## src/rtl/lppi_pkg.sv

```systemverilog
// Shared types and constants for the laser path point interpolator.
// Holds the channel payload structs and the controller/datapath command and status types.
// No dependencies.
`timescale 1ns / 1ps

package lppi_pkg;

	// Insert count limit and derived arithmetic widths.
	localparam int MAX_INSERT   = 63;
	localparam int CNT_W        = 6;
	localparam int DIV_W        = 22;
	localparam int SQRT_W       = 34;
	localparam int SQRT_STEPS   = 17;
	localparam int DIV_STEPS    = 22;
	localparam int STEP_W       = 5;
	localparam int NUM_FIELDS   = 6;
	localparam int FIELD_W      = 3;

	// Configuration register indexes.
	localparam logic [7:0] CFG_MAX_SEGMENT_LENGTH = 8'd0;
	localparam logic [7:0] CFG_EASING_MODE        = 8'd1;

	// Easing mode codes.
	localparam logic [1:0] EASE_LINEAR    = 2'd0;
	localparam logic [1:0] EASE_QUADRATIC = 2'd1;
	localparam logic [1:0] EASE_QUARTIC   = 2'd2;

	// Field order used by the interpolation sequence.
	localparam logic [FIELD_W-1:0] FLD_X         = 3'd0;
	localparam logic [FIELD_W-1:0] FLD_Y         = 3'd1;
	localparam logic [FIELD_W-1:0] FLD_RED       = 3'd2;
	localparam logic [FIELD_W-1:0] FLD_GREEN     = 3'd3;
	localparam logic [FIELD_W-1:0] FLD_BLUE      = 3'd4;
	localparam logic [FIELD_W-1:0] FLD_INTENSITY = 3'd5;

	typedef struct packed {
		logic signed [15:0] pos_x;
		logic signed [15:0] pos_y;
		logic [7:0]         red;
		logic [7:0]         green;
		logic [7:0]         blue;
		logic [7:0]         intensity;
		logic               frame_start;
	} point_in_t;

	typedef struct packed {
		logic signed [15:0] out_x;
		logic signed [15:0] out_y;
		logic [7:0]         out_red;
		logic [7:0]         out_green;
		logic [7:0]         out_blue;
		logic [7:0]         out_intensity;
		logic               is_inserted;
		logic               last_of_run;
	} point_out_t;

	// Datapath operations issued by the controller.
	typedef enum logic [3:0] {
		OP_NONE,
		OP_CAPTURE,
		OP_SQX,
		OP_SQY,
		OP_SQRT_LOAD,
		OP_SQRT_STEP,
		OP_DIV_LOAD_CNT,
		OP_DIV_STEP,
		OP_SET_CNT,
		OP_DIV_LOAD_T,
		OP_EASE1,
		OP_EASE2,
		OP_LERP,
		OP_EMIT_INS,
		OP_EMIT_PASS
	} op_t;

	typedef struct packed {
		op_t                op;
		logic [FIELD_W-1:0] field;
		logic [CNT_W-1:0]   pt;
	} cmd_t;

	typedef struct packed {
		logic             go;
		logic             gap;
		logic             slot_free;
		logic             dup;
		logic [CNT_W-1:0] count;
	} stat_t;

endpackage

```

## src/rtl/lppi_ctrl.sv

```systemverilog
// Controller state machine of the laser path point interpolator.
// Sequences distance, square root, divisions, easing, interpolation and emission.
// Depends on lppi_pkg.
`timescale 1ns / 1ps

module lppi_ctrl (
	input  logic            clk,
	input  logic            arst_n,
	input  logic            in_valid,
	output logic            in_ready,
	input  lppi_pkg::stat_t status,
	output lppi_pkg::cmd_t  cmd
);

	typedef enum logic [14:0] {
		S_IDLE    = 15'h0001,
		S_SQX     = 15'h0002,
		S_SQY     = 15'h0004,
		S_CMP     = 15'h0008,
		S_SQRT    = 15'h0010,
		S_DIVC_LD = 15'h0020,
		S_DIVC    = 15'h0040,
		S_SETCNT  = 15'h0080,
		S_TLD     = 15'h0100,
		S_TDIV    = 15'h0200,
		S_EASE1   = 15'h0400,
		S_EASE2   = 15'h0800,
		S_LERP    = 15'h1000,
		S_EMIT    = 15'h2000,
		S_PASS    = 15'h4000
	} state_t;

	state_t state_q, state_d;
	logic [lppi_pkg::STEP_W-1:0]  step_q, step_d;
	logic [lppi_pkg::FIELD_W-1:0] field_q, field_d;
	logic [lppi_pkg::CNT_W-1:0]   pt_q, pt_d;
	logic last_pt;

	assign last_pt  = pt_q == status.count;
	assign in_ready = state_q == S_IDLE;

	// Next state and command decode.
	always_comb begin
		state_d   = state_q;
		step_d    = step_q;
		field_d   = field_q;
		pt_d      = pt_q;
		cmd.op    = lppi_pkg::OP_NONE;
		cmd.field = field_q;
		cmd.pt    = pt_q;
		unique case (state_q)
			S_IDLE: begin
				if (in_valid) begin
					cmd.op  = lppi_pkg::OP_CAPTURE;
					state_d = S_SQX;
				end
			end
			S_SQX: begin
				cmd.op  = lppi_pkg::OP_SQX;
				state_d = S_SQY;
			end
			S_SQY: begin
				cmd.op  = lppi_pkg::OP_SQY;
				state_d = S_CMP;
			end
			S_CMP: begin
				cmd.op  = lppi_pkg::OP_SQRT_LOAD;
				step_d  = '0;
				state_d = (status.go && status.gap) ? S_SQRT : S_PASS;
			end
			S_SQRT: begin
				cmd.op = lppi_pkg::OP_SQRT_STEP;
				step_d = step_q + 1'b1;
				if (step_q == lppi_pkg::STEP_W'(lppi_pkg::SQRT_STEPS - 1)) begin
					state_d = S_DIVC_LD;
				end
			end
			S_DIVC_LD: begin
				cmd.op  = lppi_pkg::OP_DIV_LOAD_CNT;
				step_d  = '0;
				state_d = S_DIVC;
			end
			S_DIVC: begin
				cmd.op = lppi_pkg::OP_DIV_STEP;
				step_d = step_q + 1'b1;
				if (step_q == lppi_pkg::STEP_W'(lppi_pkg::DIV_STEPS - 1)) begin
					state_d = S_SETCNT;
				end
			end
			S_SETCNT: begin
				cmd.op  = lppi_pkg::OP_SET_CNT;
				pt_d    = lppi_pkg::CNT_W'(1);
				state_d = S_TLD;
			end
			S_TLD: begin
				cmd.op  = lppi_pkg::OP_DIV_LOAD_T;
				step_d  = '0;
				state_d = S_TDIV;
			end
			S_TDIV: begin
				cmd.op = lppi_pkg::OP_DIV_STEP;
				step_d = step_q + 1'b1;
				if (step_q == lppi_pkg::STEP_W'(lppi_pkg::DIV_STEPS - 1)) begin
					state_d = S_EASE1;
				end
			end
			S_EASE1: begin
				cmd.op  = lppi_pkg::OP_EASE1;
				state_d = S_EASE2;
			end
			S_EASE2: begin
				cmd.op  = lppi_pkg::OP_EASE2;
				field_d = lppi_pkg::FLD_X;
				state_d = S_LERP;
			end
			S_LERP: begin
				cmd.op  = lppi_pkg::OP_LERP;
				field_d = field_q + 1'b1;
				if (field_q == lppi_pkg::FLD_INTENSITY) begin
					state_d = S_EMIT;
				end
			end
			S_EMIT: begin
				// A duplicate of an endpoint is dropped without a transaction.
				if (status.dup || status.slot_free) begin
					if (!status.dup) begin
						cmd.op = lppi_pkg::OP_EMIT_INS;
					end
					pt_d    = pt_q + 1'b1;
					state_d = last_pt ? S_PASS : S_TLD;
				end
			end
			S_PASS: begin
				if (status.slot_free) begin
					cmd.op  = lppi_pkg::OP_EMIT_PASS;
					state_d = S_IDLE;
				end
			end
			default: state_d = S_IDLE;
		endcase
	end

	always_ff @(posedge clk or negedge arst_n) begin
		if (!arst_n) begin
			state_q <= S_IDLE;
			step_q  <= '0;
			field_q <= '0;
			pt_q    <= '0;
		end else begin
			state_q <= state_d;
			step_q  <= step_d;
			field_q <= field_d;
			pt_q    <= pt_d;
		end
	end

	// An emission is only issued into a free output register.
	a_emit_free: assert property (@(posedge clk) disable iff (!arst_n)
		(cmd.op == lppi_pkg::OP_EMIT_INS || cmd.op == lppi_pkg::OP_EMIT_PASS)
		|-> status.slot_free)
		else $error("emission into an occupied output register");

	// The interior point index stays within the saturated insert count.
	a_pt_range: assert property (@(posedge clk) disable iff (!arst_n)
		(state_q == S_LERP || state_q == S_EMIT)
		|-> (pt_q != '0 && pt_q <= status.count))
		else $error("interior point index out of range");

	// Emitting the input point ends the run and reopens the input.
	a_pass_idle: assert property (@(posedge clk) disable iff (!arst_n)
		(cmd.op == lppi_pkg::OP_EMIT_PASS) |=> (state_q == S_IDLE))
		else $error("run did not end after the input point");

	// A new input is never taken while the run's final result is still unsent.
	a_capture_idle: assert property (@(posedge clk) disable iff (!arst_n)
		(cmd.op == lppi_pkg::OP_CAPTURE) |-> $past(state_q) != S_PASS || $past(!arst_n)
		|| $past(cmd.op) == lppi_pkg::OP_EMIT_PASS)
		else $error("input captured before the previous run finished");

endmodule

```

## config.mk

```make
export PLATFORM = sky130hd
export DESIGN_NAME = lppi_ctrl
export DESIGN_NICKNAME = d
export VERILOG_FILES = /design/src/rtl/lppi_pkg.sv /design/src/rtl/lppi_ctrl.sv
export SDC_FILE = /design/constraint.sdc
export NUM_CORES = 1
export LEC_CHECK = 0
export ABC_AREA = 1
export BUFFER_PORTS_ARGS = -buffer_cell sky130_fd_sc_hd__buf_2
export CAP_MARGIN = 10
export CORE_ASPECT_RATIO = 0.75
export CORE_UTILIZATION = 40
export CTS_CLUSTER_SIZE = 20
export DETAILED_ROUTE_END_ITERATION = 8
export SYNTH_ARGS = -nofsm -noshare
export SYNTH_HDL_FRONTEND = slang
export SYNTH_SLANG_ARGS = --single-unit
```

## constraint.sdc

```tcl
create_clock -name clk -period 3.3 [get_ports clk]
set_clock_uncertainty 0.05 [all_clocks]
set_input_delay 0.33 -clock clk [delete_from_list [all_inputs] [get_ports clk]]
set_output_delay 0.33 -clock clk [all_outputs]
set_load 0.03 [all_outputs]
```

==> results.ini <==
[floorplanning]
start_util=0.424
dieArea_um2=5110
core_um2=4550
row_count=21
die_w_um=82.2
die-height_um=62.1
pin_count=27

[placed_design]
hpwl_mm=3.50
numPortBuffers=26
place_congestion=0.877

[sta]
setup_viol=0
fmax_mhz=407
slew_headroom=0.558
timing.final.crit_share=0.744
grt_setup_unrepaired=false
hold_viol=0
drv_slew=0
setup_tns_ns=0
min_period_ns=2.46
worst_pin_slew_ns=0.663

[power_and_ir_drop]
seqPwrFrac=0.392
powerDensity_nw_per_um2=481
sw_frac_of_total=0.384
power.clock.fraction=0.281
p_leak_nw=1.22
internal-power_mw=0.653
irDropWorstVdd_mv=0.264
power.switching_mw=0.407
pwr-share-comb=0.328

[setup_path]
r2r_start=state_q[8]
critPathMaxFanout=11
cp.required_ns=2.92
r2r_slack_ns=1.43
worstSetupPathType=flip-flop to primary output
worstSetupStartpoint=state_q[8]
rr_endpoint=state_q[0]
cp_data_arrival_time_ns=2.08
ff2ff_path_depth=9
crit_end=cmd[11]
start_kind=flip-flop
crit_path_end_kind=primary output

[clocking]
cts_tree=built
cts_buffers=5
cts_setup_buffers=0
root_buffer=clkbuf_8
cts_max_level=2
cts_max_path_buffers=2
clk_latency_ns=0.28
hold_buffers=0
cts_sinks=29
cts.clk_slew.worst_paths_ns=0.06
cts_resized=0

[logic_synthesis]
synth-edff-count=0
yosys_warnings=0
yosysTopAreaCell=dfrtp_1
synth_ff_type=dfrtp_1
synth.area.top_cells=dfrtp_1 (36%), nand2_1 (8.8%), nand3_1 (8.0%)
yosysSeqAreaShare=0.377
ys_ff_latch=29
synthesis.area_um2=1930
synthArstFlopShare=1.00
synthMostInstantiatedCell=nand2_1
syn_avg_cell_area_um2=7.45
syn_nets=278
yosysUniqueCellTypes=29
netlist.area_leader.share=0.363
syn_inst=259
synth_common_cells=nand2_1 (45), nor2_1 (41), inv_1 (34)

[global_routing]
antenna_found_initial=0
grt_pass1_wl_mm=7.51
grt_overflow=0
gr-usage-all-layers=0.197
grt_max_degree=30
grt_pass1_vias=1596

[routing]
wl_per_cell_um=12.8
vias=1726
drt_wl_total_mm=4.47
drt-pass1-iter-count=4
drc=0
drt_iter0_drc=109
ant_nets=0
via_per_inst=4.96

[layout]
drive_above_1_share=0.230
fin_nets=310
fillCellCount=476
antenna_cells=0
final_core_util=0.485
syn_to_final_growth_pct=14.3

[run_status]
run_status=complete, no violations

[min_path]
hold_path.class=input port to async pin

[job]
maxCapViolations=0

[logic make-up after synthesis]
kind of cell	synth area share
multiplexers	0.00584
flip-flops	0.377
adder cells (fa/ha/maj)	0.0389
buffers and inverters	0.0778
AO/OA/AOI/OAI	0.0811
AND/OR/NAND/NOR	0.383
XOR/XNOR	0.0363
[through the flow]
stage	instance area [um^2]	hold slack, ns	setup slack [ns]	total power, mW	cells
final	2210	0.0280	0.844	1.06	348
after global routing	2210	0.0900	0.703	1.12	348
after floorplan	1930	-0.0156	1.45	0.674	259
after detailed placement	2120	0.363	1.17	0.766	341
after CTS	2210	0.0566	0.859	1.06	348
after global placement	2120	0.353	1.19	0.769	341
[critical path, cell delays in order, from the launching register on]
cell	delay, ns
dfrtp_1	0.40
nor2_1	0.13
nand2_1	0.15
nor2_2	0.36
nand2_1	0.18
nand2_1	0.13
inv_1	0.06
nand2_2	0.10
inv_1	0.05
nand2_1	0.05
buf_2	0.18
[metal layers]
metal	vias up	share of wire	GRT usage
met3	7	0.043	0.0412
li1	886	-	-
met1	801	0.53	0.310
met4	0	0.014	0.0592
met2	32	0.41	0.263
met5	-	0	0
[power groups by stage]
| stage | registers, mW | clock network, mW | logic [mW] |
|---|---|---|---|
| 2_1_floorplan | 0.414 | 0 | 0.260 |
| 3_3_place_gp | 0.421 | 0 | 0.348 |
| 3_5_place_dp | 0.421 | 0 | 0.345 |
| 4_1_cts | 0.415 | 0.304 | 0.346 |
| 5_1_grt | 0.418 | 0.323 | 0.382 |
| 6_report | 0.415 | 0.298 | 0.347 |
[worst min-delay path by stage]
stage | end | start | cells after the start | slack (ns)
finish | step_q[1] | arst_n | 1 | 0.03
global route | step_q[1] | arst_n | 1 | 0.09
CTS | field_q[0] | arst_n | 1 | 0.06
detailed placement | step_q[0] | arst_n | 1 | 0.36
global placement | step_q[0] | arst_n | 1 | 0.35
floorplan | field_q[0] | arst_n | 0 | -0.02
[registers in the layout, summed over array words and instances (netlist names)]
register  count
step_q        5
field_q       3
pt_q          6
state_q      15
[area by class of cell]
class | count | area, um^2 | area share
clock buffers | 7 | 86.3 | 0.0391
inverters | 37 | 139 | 0.0630
multi-input cells | 192 | 1050 | 0.477
repair buffers | 26 | 130 | 0.0590
well taps | 57 | 71.3 | 0.0323
flip-flops and latches | 29 | 727 | 0.330
[cell usage in the layout (no fill, tap or decap), types with 3 or more instances in the layout]
cell type	instances
a21oi_1	7
buf_2	26
clkbuf_8	6
dfrtp_1	28
ha_1	6
inv_1	34
inv_2	3
nand2_1	45
nand2_2	3
nand2_4	5
nand3_1	31
nand4_1	3
nor2_1	41
nor2_2	9
nor2_4	3
nor3_1	5
o21ai_0	7
o21ai_1	4
o21ai_2	5
or2_2	3
xor2_1	7
Power figures use the tool's default switching activity.
